$ cat config.mk
export PLATFORM = sky130hd
export DESIGN_NAME = life_automaton_row_stream
export DESIGN_NICKNAME = d
export VERILOG_FILES = /design/src/rtl/core/lars_pkg.sv /design/src/rtl/core/life_automaton_row_stream.sv /design/src/rtl/core/lars_cell_lane.sv /design/src/rtl/core/lars_row_engine.sv
export SDC_FILE = /design/constraint.sdc
export NUM_CORES = 1
export LEC_CHECK = 0
export BUFFER_PORTS_ARGS = -buffer_cell sky130_fd_sc_hd__buf_2
export CAP_MARGIN = 15
export CORE_MARGIN = 5
export CORE_UTILIZATION = 50
export CTS_CLUSTER_DIAMETER = 100
export DETAILED_ROUTE_END_ITERATION = 6
export PLACE_DENSITY = 0.68
export SLEW_MARGIN = 5
export SYNTH_ARGS = -nofsm -noshare
export SYNTH_HDL_FRONTEND = slang
export SYNTH_HIERARCHICAL = 1
export SYNTH_SLANG_ARGS = --single-unit
$ cat constraint.sdc
create_clock -name clk_i -period 14.8 [get_ports clk_i]
set_clock_uncertainty 0.15 [all_clocks]
set_input_delay 1.48 -clock clk_i [delete_from_list [all_inputs] [get_ports clk_i]]
set_output_delay 1.48 -clock clk_i [all_outputs]
set_load 0.01 [all_outputs]
$ cat src/rtl/core/lars_pkg.sv
`timescale 1ns / 1ps
// ----------------------------------------------------------------------------
// lars_pkg: shared constants and types of the life automaton row stream
// Row, index and bus widths, rule counts and the result record.
// ----------------------------------------------------------------------------
package lars_pkg;

  localparam int unsigned RowW           = 64;
  localparam int unsigned IdxW           = 10;
  localparam int unsigned ColW           = 7;
  localparam int unsigned InDataW        = 64;
  localparam int unsigned OutDataW       = 80;
  localparam int unsigned GridColumnsDef = 64;
  localparam int unsigned MaxRowsDef     = 1024;

  localparam logic [ColW-1:0] ColReset     = ColW'(64);
  localparam logic [3:0]      BirthCount   = 4'd3;
  localparam logic [3:0]      SurviveCount = 4'd2;

  typedef struct packed {
    logic            final_row;
    logic [IdxW-1:0] index;
    logic [RowW-1:0] cells;
  } out_item_t;

endpackage

$ cat src/rtl/core/life_automaton_row_stream.sv
`timescale 1ns / 1ps
// ----------------------------------------------------------------------------
// life_automaton_row_stream: one B3/S23 generation over a streamed grid
// Takes grid rows in raster order and returns their next-state rows.
// ----------------------------------------------------------------------------
// Rows enter one per cycle while no flush runs and the output queue has room;
// the next state of row r is queued once row r+1 has been taken, computed by
// one lane per column in the cycle of that transfer. A row marked with tlast
// adds a flush step: input ready drops while the row engine produces that
// row's own next state with a dead row below it, after which the grid state
// clears and the next row starts a new grid at index 0. Results pass through a
// two-entry queue, so a stalled output holds up the input only once it is full.
// ----------------------------------------------------------------------------
module life_automaton_row_stream import lars_pkg::*; #(
  parameter int unsigned GRID_COLUMNS = GridColumnsDef,
  parameter int unsigned MAX_ROWS     = MaxRowsDef
) (
  input  logic                clk_i,
  input  logic                rst_ni,
  input  logic                cfg_we_i,
  input  logic [ColW-1:0]     cfg_wdata_i,     // columns_in_use
  input  logic                s_axis_tvalid_i,
  output logic                s_axis_tready_o,
  input  logic [InDataW-1:0]  s_axis_tdata_i,  // row_cells[63:0]
  input  logic                s_axis_tlast_i,  // last_row
  output logic                m_axis_tvalid_o,
  input  logic                m_axis_tready_i,
  output logic [OutDataW-1:0] m_axis_tdata_o,  // next_row_cells[63:0], row_index[73:64], zero
  output logic                m_axis_tlast_o   // final_result
);

  localparam int unsigned CntW = $clog2(MAX_ROWS);

  logic [ColW-1:0]         cols_q;
  logic [GRID_COLUMNS-1:0] mask;
  logic [GRID_COLUMNS-1:0] row_in;
  logic [GRID_COLUMNS-1:0] above_q;
  logic [GRID_COLUMNS-1:0] middle_q;
  logic [GRID_COLUMNS-1:0] down_row;
  logic [GRID_COLUMNS-1:0] next_row;
  logic                    have_mid_q;
  logic                    flush_q;
  logic [CntW-1:0]         cnt_q;
  logic [CntW-1:0]         cnt_d;

  out_item_t               fifo_q [2];
  logic                    wr_ptr_q;
  logic                    rd_ptr_q;
  logic [1:0]              fill_q;
  logic [1:0]              fill_d;
  out_item_t               push_item;
  out_item_t               head;

  logic                    in_xfer;
  logic                    out_xfer;
  logic                    flush_go;
  logic                    push;
  logic                    space;

  always_comb begin
    for (int c = 0; c < GRID_COLUMNS; c++) begin
      mask[c] = cols_q > ColW'(c);
    end
  end

  assign row_in   = s_axis_tdata_i[GRID_COLUMNS-1:0] & mask;
  assign down_row = flush_q ? '0 : row_in;

  lars_row_engine #(
    .GRID_COLUMNS (GRID_COLUMNS)
  ) u_engine (
    .up_i   (above_q),
    .mid_i  (middle_q),
    .down_i (down_row),
    .mask_i (mask),
    .next_o (next_row)
  );

  assign space           = fill_q != 2'd2;
  assign s_axis_tready_o = !flush_q && space;
  assign in_xfer         = s_axis_tvalid_i && s_axis_tready_o;
  assign flush_go        = flush_q && space;
  assign push            = (in_xfer && have_mid_q) || flush_go;
  assign out_xfer        = m_axis_tvalid_o && m_axis_tready_i;

  assign cnt_d = (cnt_q == CntW'(MAX_ROWS - 1)) ? '0 : cnt_q + 1'b1;

  assign push_item.cells     = RowW'(next_row);
  assign push_item.index     = IdxW'(cnt_q);
  assign push_item.final_row = flush_q;

  assign fill_d = fill_q + {1'b0, push} - {1'b0, out_xfer};

  always_ff @(posedge clk_i or negedge rst_ni) begin
    if (!rst_ni) begin
      cols_q     <= ColReset;
      above_q    <= '0;
      middle_q   <= '0;
      have_mid_q <= 1'b0;
      flush_q    <= 1'b0;
      cnt_q      <= '0;
      wr_ptr_q   <= 1'b0;
      rd_ptr_q   <= 1'b0;
      fill_q     <= '0;
    end else begin
      if (cfg_we_i) begin
        cols_q <= cfg_wdata_i;
      end
      if (flush_go) begin
        above_q    <= '0;
        middle_q   <= '0;
        have_mid_q <= 1'b0;
        flush_q    <= 1'b0;
        cnt_q      <= '0;
      end else if (in_xfer) begin
        if (have_mid_q) begin
          above_q <= middle_q;
          cnt_q   <= cnt_d;
        end
        middle_q   <= row_in;
        have_mid_q <= 1'b1;
        flush_q    <= s_axis_tlast_i;
      end
      if (push) begin
        wr_ptr_q <= !wr_ptr_q;
      end
      if (out_xfer) begin
        rd_ptr_q <= !rd_ptr_q;
      end
      fill_q <= fill_d;
    end
  end

  always_ff @(posedge clk_i) begin
    if (push) begin
      fifo_q[wr_ptr_q] <= push_item;
    end
  end

  assign head            = fifo_q[rd_ptr_q];
  assign m_axis_tvalid_o = fill_q != 2'd0;
  assign m_axis_tdata_o  = OutDataW'({head.index, head.cells});
  assign m_axis_tlast_o  = head.final_row;

`ifndef SYNTHESIS
  a_fill_bound: assert property (@(posedge clk_i) disable iff (!rst_ni)
    fill_q <= 2'd2)
    else $error("output queue overfilled");

  a_last_starts_flush: assert property (@(posedge clk_i) disable iff (!rst_ni)
    (in_xfer && s_axis_tlast_i) |=> flush_q)
    else $error("last row did not start a flush");

  a_flush_clears: assert property (@(posedge clk_i) disable iff (!rst_ni)
    flush_go |=> (!have_mid_q && cnt_q == '0 && !flush_q))
    else $error("grid state not cleared after flush");

  a_flush_has_middle: assert property (@(posedge clk_i) disable iff (!rst_ni)
    flush_q |-> have_mid_q)
    else $error("flush without a held row");
`endif

endmodule

$ cat src/rtl/core/lars_cell_lane.sv
`timescale 1ns / 1ps
// ----------------------------------------------------------------------------
// lars_cell_lane: next state of one cell
// Counts the eight neighbors and applies the birth and survival rule.
// ----------------------------------------------------------------------------
module lars_cell_lane import lars_pkg::*; (
  input  logic [7:0] nbr_i,
  input  logic       alive_i,
  output logic       next_o
);

  logic [3:0] count;

  always_comb begin
    count = '0;
    for (int k = 0; k < 8; k++) begin
      count = count + {3'b000, nbr_i[k]};
    end
  end

  assign next_o = (count == BirthCount) || ((count == SurviveCount) && alive_i);

endmodule

$ cat src/rtl/core/lars_row_engine.sv
`timescale 1ns / 1ps
// ----------------------------------------------------------------------------
// lars_row_engine: next state of a whole row
// One cell lane per column, dead cells past both edges, result masked to the
// columns in use.
// ----------------------------------------------------------------------------
module lars_row_engine import lars_pkg::*; #(
  parameter int unsigned GRID_COLUMNS = GridColumnsDef
) (
  input  logic [GRID_COLUMNS-1:0] up_i,
  input  logic [GRID_COLUMNS-1:0] mid_i,
  input  logic [GRID_COLUMNS-1:0] down_i,
  input  logic [GRID_COLUMNS-1:0] mask_i,
  output logic [GRID_COLUMNS-1:0] next_o
);

  logic [GRID_COLUMNS+1:0] up_pad;
  logic [GRID_COLUMNS+1:0] mid_pad;
  logic [GRID_COLUMNS+1:0] down_pad;
  logic [GRID_COLUMNS-1:0] lane_next;

  assign up_pad   = {1'b0, up_i, 1'b0};
  assign mid_pad  = {1'b0, mid_i, 1'b0};
  assign down_pad = {1'b0, down_i, 1'b0};

  for (genvar c = 0; c < GRID_COLUMNS; c++) begin : g_lane
    lars_cell_lane u_lane (
      .nbr_i   ({up_pad[c], up_pad[c+1], up_pad[c+2],
                 mid_pad[c], mid_pad[c+2],
                 down_pad[c], down_pad[c+1], down_pad[c+2]}),
      .alive_i (mid_pad[c+1]),
      .next_o  (lane_next[c])
    );
  end

  assign next_o = lane_next & mask_i;

endmodule

==> impl_metrics.tcl, run 1 <==
set metrics [dict create \
    status "finished, final reports clean" \
    synth.most_common_cell "inv_1" \
    netlist.area_leader.share 0.2063 \
    yosysWarnings 6 \
    area_growth_pct 10.53 \
    wire_per_inst_um 18.58 \
    routed_wirelength_um 62000 \
    rsz0062_at_grt "false" \
    drv_slew 0 \
    reg2reg_from "cols_q[2]" \
    synth_seq_cells 301 \
    cts_tree "yes" \
    ys_top_cells_by_area "fa_1, edfxtp_1, dfrtp_1" \
    cp_slowest_stage_delay_ns 0.81 \
    die_w_um 232.9 \
    maxCapViolCount 0 \
    swShare 0.4614 \
    layout_min_cycle_time_ns 5.502 \
    yosys.area_share.xor_xnor 0.002821 \
    clock_power_share 0.123 \
    cp_cell_sequence "o21ai_1, and2_1, o21ai_1, and3_1, inv_1, fa_1, fa_1, fa_1, inv_1, ha_1, fa_1, o211a_1, a211oi_2, and2_1" \
    hold_path_class "register to register" \
    p_int_mw 3.855 \
    synth_edf_count 150 \
    critPathCaptureType "register" \
    critPathTopFamily "adder cells" \
    clkLatencyLatePin_ns 0.56 \
    fin_tns_setup_ns 0 \
    synth_top_family_by_area "adder cells" \
    rows 81 \
    finalSetupViolCount 0 \
    p_leak_nw 13.63 \
    hold_buffers 0 \
    cts.sinks 301 \
    nNetsFinal 3171 \
    power.total_mw 7.157 \
    reg2reg_slack_ns 9.30 \
    cpMostUsedCell "fa_1" \
    tightest_slew_ns 1.072 \
    grt_pass1_wl_um 98990 \
    numCtsBuffers 36 \
    antenna_found_initial 1 \
    crit_fanout 24 \
    syn_area_um2 24840 \
    core_um2 49050 \
    remaining_drc_errors 0 \
    max_freq_mhz 181.7 \
    power.switching_mw 3.302 \
    seqPwrFrac 0.238 \
    hp-start "have_mid_q" \
    combPwrFrac 0.640 \
    cts.clk_slew.worst_paths_ns 0.06 \
    r2r_cells 14 \
    relSlewSlack 0.2855 \
    timing.final.crit_share 0.3718 \
    cp.required_ns 15.05 \
    synth_compound_area_frac 0.1060 \
    routabilityCongestion 0.8931 \
    port_buffers 153 \
    cts_buffer_depth 3 \
    routed_via_density 5.257 \
    min_path_cells 2 \
    die-area_um2 54230 \
    crit_slowest_cell "dfrtp_1" \
    grt_max_degree 67 \
    drive_gt1_frac 0.1265 \
    cp_num_buf_inv 2 \
    synthSimpleGateAreaFrac 0.09642 \
    p_per_area_nw_per_um2 260.7 \
    hpwlAfterDp_um 44510 \
    dr.pass1.iters 5 \
    drtAntennaViolNets 0 \
    irDropWorstVdd_uv 133.2 \
    synth.top_cells.by_count "inv_1, fa_1, ha_1" \
    start_util 0.5064 \
    grt_usage 0.2328 \
    criticalPathCategory "register to register" \
    ys_types 56 \
    postCtsSetupBuffers 0 \
    worstReg2RegEnd "fifo_q[0][51]" \
    drtIter0Drc 1187 \
    async_flop_share 0.5017 \
    hold_viol_final 0 \
    cts-root-buf "clkbuf_16" \
    vias 17537 \
    dieHeight_um 232.9 \
    io_pins 160 \
    setup.worst_path.start_class "register" \
    min_to "have_mid_q" \
    avgSynthCellArea_um2 9.939 \
    synth.mux.area_fraction 0.03491 \
    cts_max_level 2 \
    postSynthCellCount 2499 \
    grt_pass1_vias 18611 \
    synthAdderAreaFrac 0.3046 \
    ctsResizeCount 0 \
    synth_top_area_cell "fa_1" \
    seq_area_frac_synth 0.3335 \
    worstPathArrival_ns 5.75 \
    overflow 0 \
    synth_flop_cell "edfxtp_1" \
]
## how the worst max path moves through the flow
stage	start	end	slack, ns	cells after the start
detailed placement	cols_q[2]	fifo_q[0][51]	9.35	14
global placement	cols_q[5]	fifo_q[0][24]	9.31	13
CTS	cols_q[2]	fifo_q[0][51]	9.34	14
floorplan	s_axis_tvalid_i	fifo_q[0][0]	9.13	4
global route	cols_q[2]	fifo_q[1][19]	9.05	14
finish	cols_q[2]	fifo_q[0][51]	9.30	14
## power by group through the flow
stage               clock [mW]  combinational (mW)  sequential [mW]
detailed placement           0                4.53             1.72
CTS                      0.901                4.59             1.70
global placement             0                4.22             1.70
finish                   0.878                4.58             1.70
global route             0.935                5.26             1.75
floorplan                    0                3.30             1.62
## layout make-up
class | instances | area [um^2]
fillers | 4337 | 21600
multi-input cells | 1423 | 13630
flip-flops and latches | 301 | 8289
inverters | 716 | 2688
clock buffers | 46 | 959.7
repair buffers | 165 | 865.8
well taps | 664 | 830.8
clock inverters | 20 | 187.7
diodes | 1 | 2.502
## routing by layer
layer | global-route usage | wire length, um
met5 | 0 | 0
met2 | 0.3894 | 29880
met1 | 0.3071 | 26320
met3 | 0.03917 | 3496
met4 | 0.08529 | 2307
## worst reg2reg max path, stage by stage, from the launching register on
cell and delay (ns):
dfrtp_1 0.81, o21ai_1 0.57, and2_1 0.38, o21ai_1 0.35
and3_1 0.30, inv_1 0.08, fa_1 0.55, fa_1 0.43
fa_1 0.49, inv_1 0.05, ha_1 0.20, fa_1 0.40
o211a_1 0.25, a211oi_2 0.18, and2_1 0.17
## cells in the final DEF (no fill, tap or decap), types with 20 or more instances in the layout
| cell | Yosys | routed |
|---|---|---|
| inv_1 | 712 | 712 |
| fa_1 | 256 | 256 |
| ha_1 | 195 | 195 |
| nand2_1 | 158 | 157 |
| buf_2 | 32 | 152 |
| edfxtp_1 | 150 | 150 |
| dfrtp_1 | 150 | 148 |
| a21oi_1 | 114 | 114 |
| o21ai_0 | 87 | 87 |
| mux2_2 | 77 | 77 |
| o21ai_1 | 76 | 74 |
| and2_1 | 68 | 68 |
| nor2_1 | 60 | 58 |
| nand3_1 | 49 | 48 |
| a22o_1 | 48 | 48 |
| or2_0 | 42 | 42 |
| clkbuf_16 | 0 | 37 |
| or2_1 | 24 | 24 |
| o211a_1 | 23 | 23 |
| nand3b_1 | 22 | 22 |
| a211oi_2 | 22 | 22 |
| and3_1 | 21 | 20 |
## registers in the layout, summed over array words and instances (netlist names)
name / count
fifo_q: 150
above_q: 64
middle_q: 64
cnt_q: 10
cols_q: 7
fill_q: 2
flush_q: 1
have_mid_q: 1
rd_ptr_q: 1
wr_ptr_q: 1
## kinds of logic after synthesis
group	Yosys count
buffers and inverters	785
AOI/OAI and AO/OA	405
DFF	301
and+or+nand+nor	470
other	2
xor gates and xnor gates	8
adders and majority gates	451
muxes	77
## metrics by stage
stage                     std cells  instance area (um^2)  setup WS [ns]    util  hold WS, ns
after floorplan                2509                 24880          9.131       -       0.3111
after global placement         3268                 26290          9.314  0.5360       0.3365
after detailed placement       3269                 26300          9.345  0.5362       0.3336
after CTS                      3335                 27450          9.337  0.5596       0.3488
after global routing           3335                 27450          9.051  0.5596       0.3785
final                          3336                 27450          9.298  0.5597       0.3471
Power figures use the tool's default switching activity.
==> run 2, diff against run 1 <==
ABC_AREA = 1   (was not set)
PLACE_DENSITY = 0.7   (was 0.68)
clock period = 4.8 ns   (was 14.8 ns; I/O delays follow)
==> impl_metrics.tcl, run 2 <==
set metrics [dict create \
    status "finished, final reports clean" \
    synth.most_common_cell "inv_1" \
    layout_common_cells "inv_1, nand2_1, fa_1, ha_1, buf_2" \
    dr.pass1.iters 6 \
    grt_pass1_vias 19033 \
    layout_min_cycle_time_ns 4.695 \
    cp_cell_sequence "nor2_1, buf_4, nand2_1, o21ai_0, nand2_1, nor2_1, inv_1, fa_1, fa_1, fa_1, inv_1, ha_1, fa_1, inv_1, nand2_1, nand3_1, a21oi_1, nand2_1, inv_1" \
    die_w_um 235.7 \
    synth.top_cells.by_count "inv_1, nand2_1, fa_1" \
    dp.cells 3950 \
    synth_flop_cell "edfxtp_1" \
    yosysWarnings 6 \
    start_util 0.5068 \
    multiInputGateArea_um2 12970 \
    criticalPathCategory "register to register" \
    hold_viol_final 0 \
    remaining_drc_errors 0 \
    grt_pass1_wl_um 100100 \
    cts.clk_slew.worst_paths_ns 0.06 \
    synth_top_area_cell "fa_1" \
    maxCapViolCount 0 \
    cts_buffer_depth 3 \
    wire_per_inst_um 15.39 \
    area_growth_pct 12.12 \
    cp_slowest_stage_delay_ns 0.53 \
    fillers 4602 \
    top_register "fifo_q" \
    routed_wirelength_um 61910 \
    whs_ns 0.04330 \
    synth_seq_cells 301 \
    ys_types 29 \
    die-area_um2 55570 \
    vias 19360 \
    hold_path_class "input pin to register" \
    dieHeight_um 235.7 \
    routed_via_density 4.811 \
    clkLatencyLatePin_ns 0.56 \
    crit_slowest_cell "fa_1" \
    setup.worst_path.start_class "register" \
    drtIter0Drc 1413 \
    cts_max_level 2 \
    finalSetupViolCount 0 \
    postCtsSetupBuffers 0 \
    timing.final.crit_share 0.9780 \
    synth_edf_count 150 \
    crit_fanout 9 \
    drtAntennaViolNets 0 \
    drive_gt1_frac 0.08774 \
    rows 82 \
    overflow 0 \
    worstPathArrival_ns 4.84 \
    nNetsFinal 3849 \
    relSlewSlack 0.3366 \
    syn_area_um2 25480 \
    hpwlAfterDp_um 45590 \
    cp.required_ns 4.95 \
    critPathCaptureType "register" \
    grt_usage 0.2239 \
    rsz0062_at_grt "true" \
    drv_slew 0 \
    cts.sinks 301 \
    io_pins 160 \
    largest_reg_flops 150 \
    final_cells 4024 \
    core_um2 50270 \
    avgSynthCellArea_um2 8.135 \
    max_freq_mhz 213.0 \
    port_buffers 153 \
    seq_area_frac_synth 0.3251 \
    antenna_found_initial 0 \
    seq_area_um2 8287 \
    routabilityCongestion 0.8668 \
    grt_max_degree 80 \
    final_common_cell "inv_1" \
    reg_top3 "fifo_q: 150 flops, above_q: 64 flops, middle_q: 64 flops" \
    async_flop_share 0.5017 \
    cts-root-buf "clkbuf_16" \
    ys_top_cells_by_area "fa_1, edfxtp_1, inv_1" \
    tightest_slew_ns 0.9952 \
    postSynthCellCount 3132 \
    numCtsBuffers 38 \
    cts_tree "yes" \
    netlist.area_leader.share 0.2011 \
]
## run 2: per-stage QoR
step / util / setup WS [ns] / TNS (ns) / area, um^2
global route: 0.5682 / -0.07786 / -0.8662 / 28560
CTS: 0.5663 / 0.01057 / 0 / 28470
finish: 0.5682 / 0.1054 / 0 / 28570
global placement: 0.5423 / 0.02866 / 0 / 27260
detailed placement: 0.5423 / 0.009152 / 0 / 27260
floorplan: - / 0.01784 / 0 / 25520
## run 2: cell families after synthesis
group / share of synthesized area
buf+inv: 0.1725
simple gates: 0.1528
fa+ha+maj: 0.2969
flops: 0.3251
compound gates: 0.05073
xor+xnor: 0.001719
other cells: 0.0002947
## run 2: cell type report
| cell class | count | area share |
|---|---|---|
| sequential | 301 | 0.2901 |
| tap | 672 | 0.02943 |
| antenna | 1 | 0.00008760 |
| clock buffer | 49 | 0.03508 |
| inverter | 1096 | 0.1440 |
| clock inverter | 21 | 0.006044 |
| multi-input combinational | 1683 | 0.4541 |
| timing repair buffer | 201 | 0.04121 |
## run 2: path summary, 6_finish.rpt
path | start | endpoint | slack (ns) | depth (start not counted)
worst min-delay path | s_axis_tdata_i[46] | middle_q[46] | 0.04 | 3
worst min register to register | fill_q[0] | fill_q[0] | 0.35 | 1
min in group asynchronous | rst_ni | middle_q[12] | 0.42 | 2
worst max register to register | cols_q[6] | fifo_q[1][20] | 0.11 | 19
max in group asynchronous | rst_ni | above_q[38] | 3.05 | 3
worst max-delay path | cols_q[6] | fifo_q[1][20] | 0.11 | 19
## run 2: routing by layer
| layer | share of wire | GRT usage |
|---|---|---|
| met1 | 0.45 | 0.3182 |
| met2 | 0.47 | 0.3696 |
| met3 | 0.064 | 0.03456 |
| met4 | 0.019 | 0.04557 |
| met5 | 0 | 0 |
## run 2: critical path, delay by kind of cell, from the launching register on
family          cells  cell delay (ns)
fa+ha+maj           5             2.04
simple gates        7             0.93
buf+inv             5             0.47
compound gates      2             0.43
flops               1             0.40
## run 2: timing repair
| item | CTS | global route |
|---|---|---|
| setup endpoints to repair | 2 | 94 |
| hold buffers | 3 | 0 |
| endpoints found under the hold margin | 78 | 0 |
| pin swaps | 0 | 0 |
| gates resized for setup | 1 | 51 |
Power of run 2 is not shown: default switching activity piles up to over one toggle a cycle in this logic, so the estimate is an artifact.
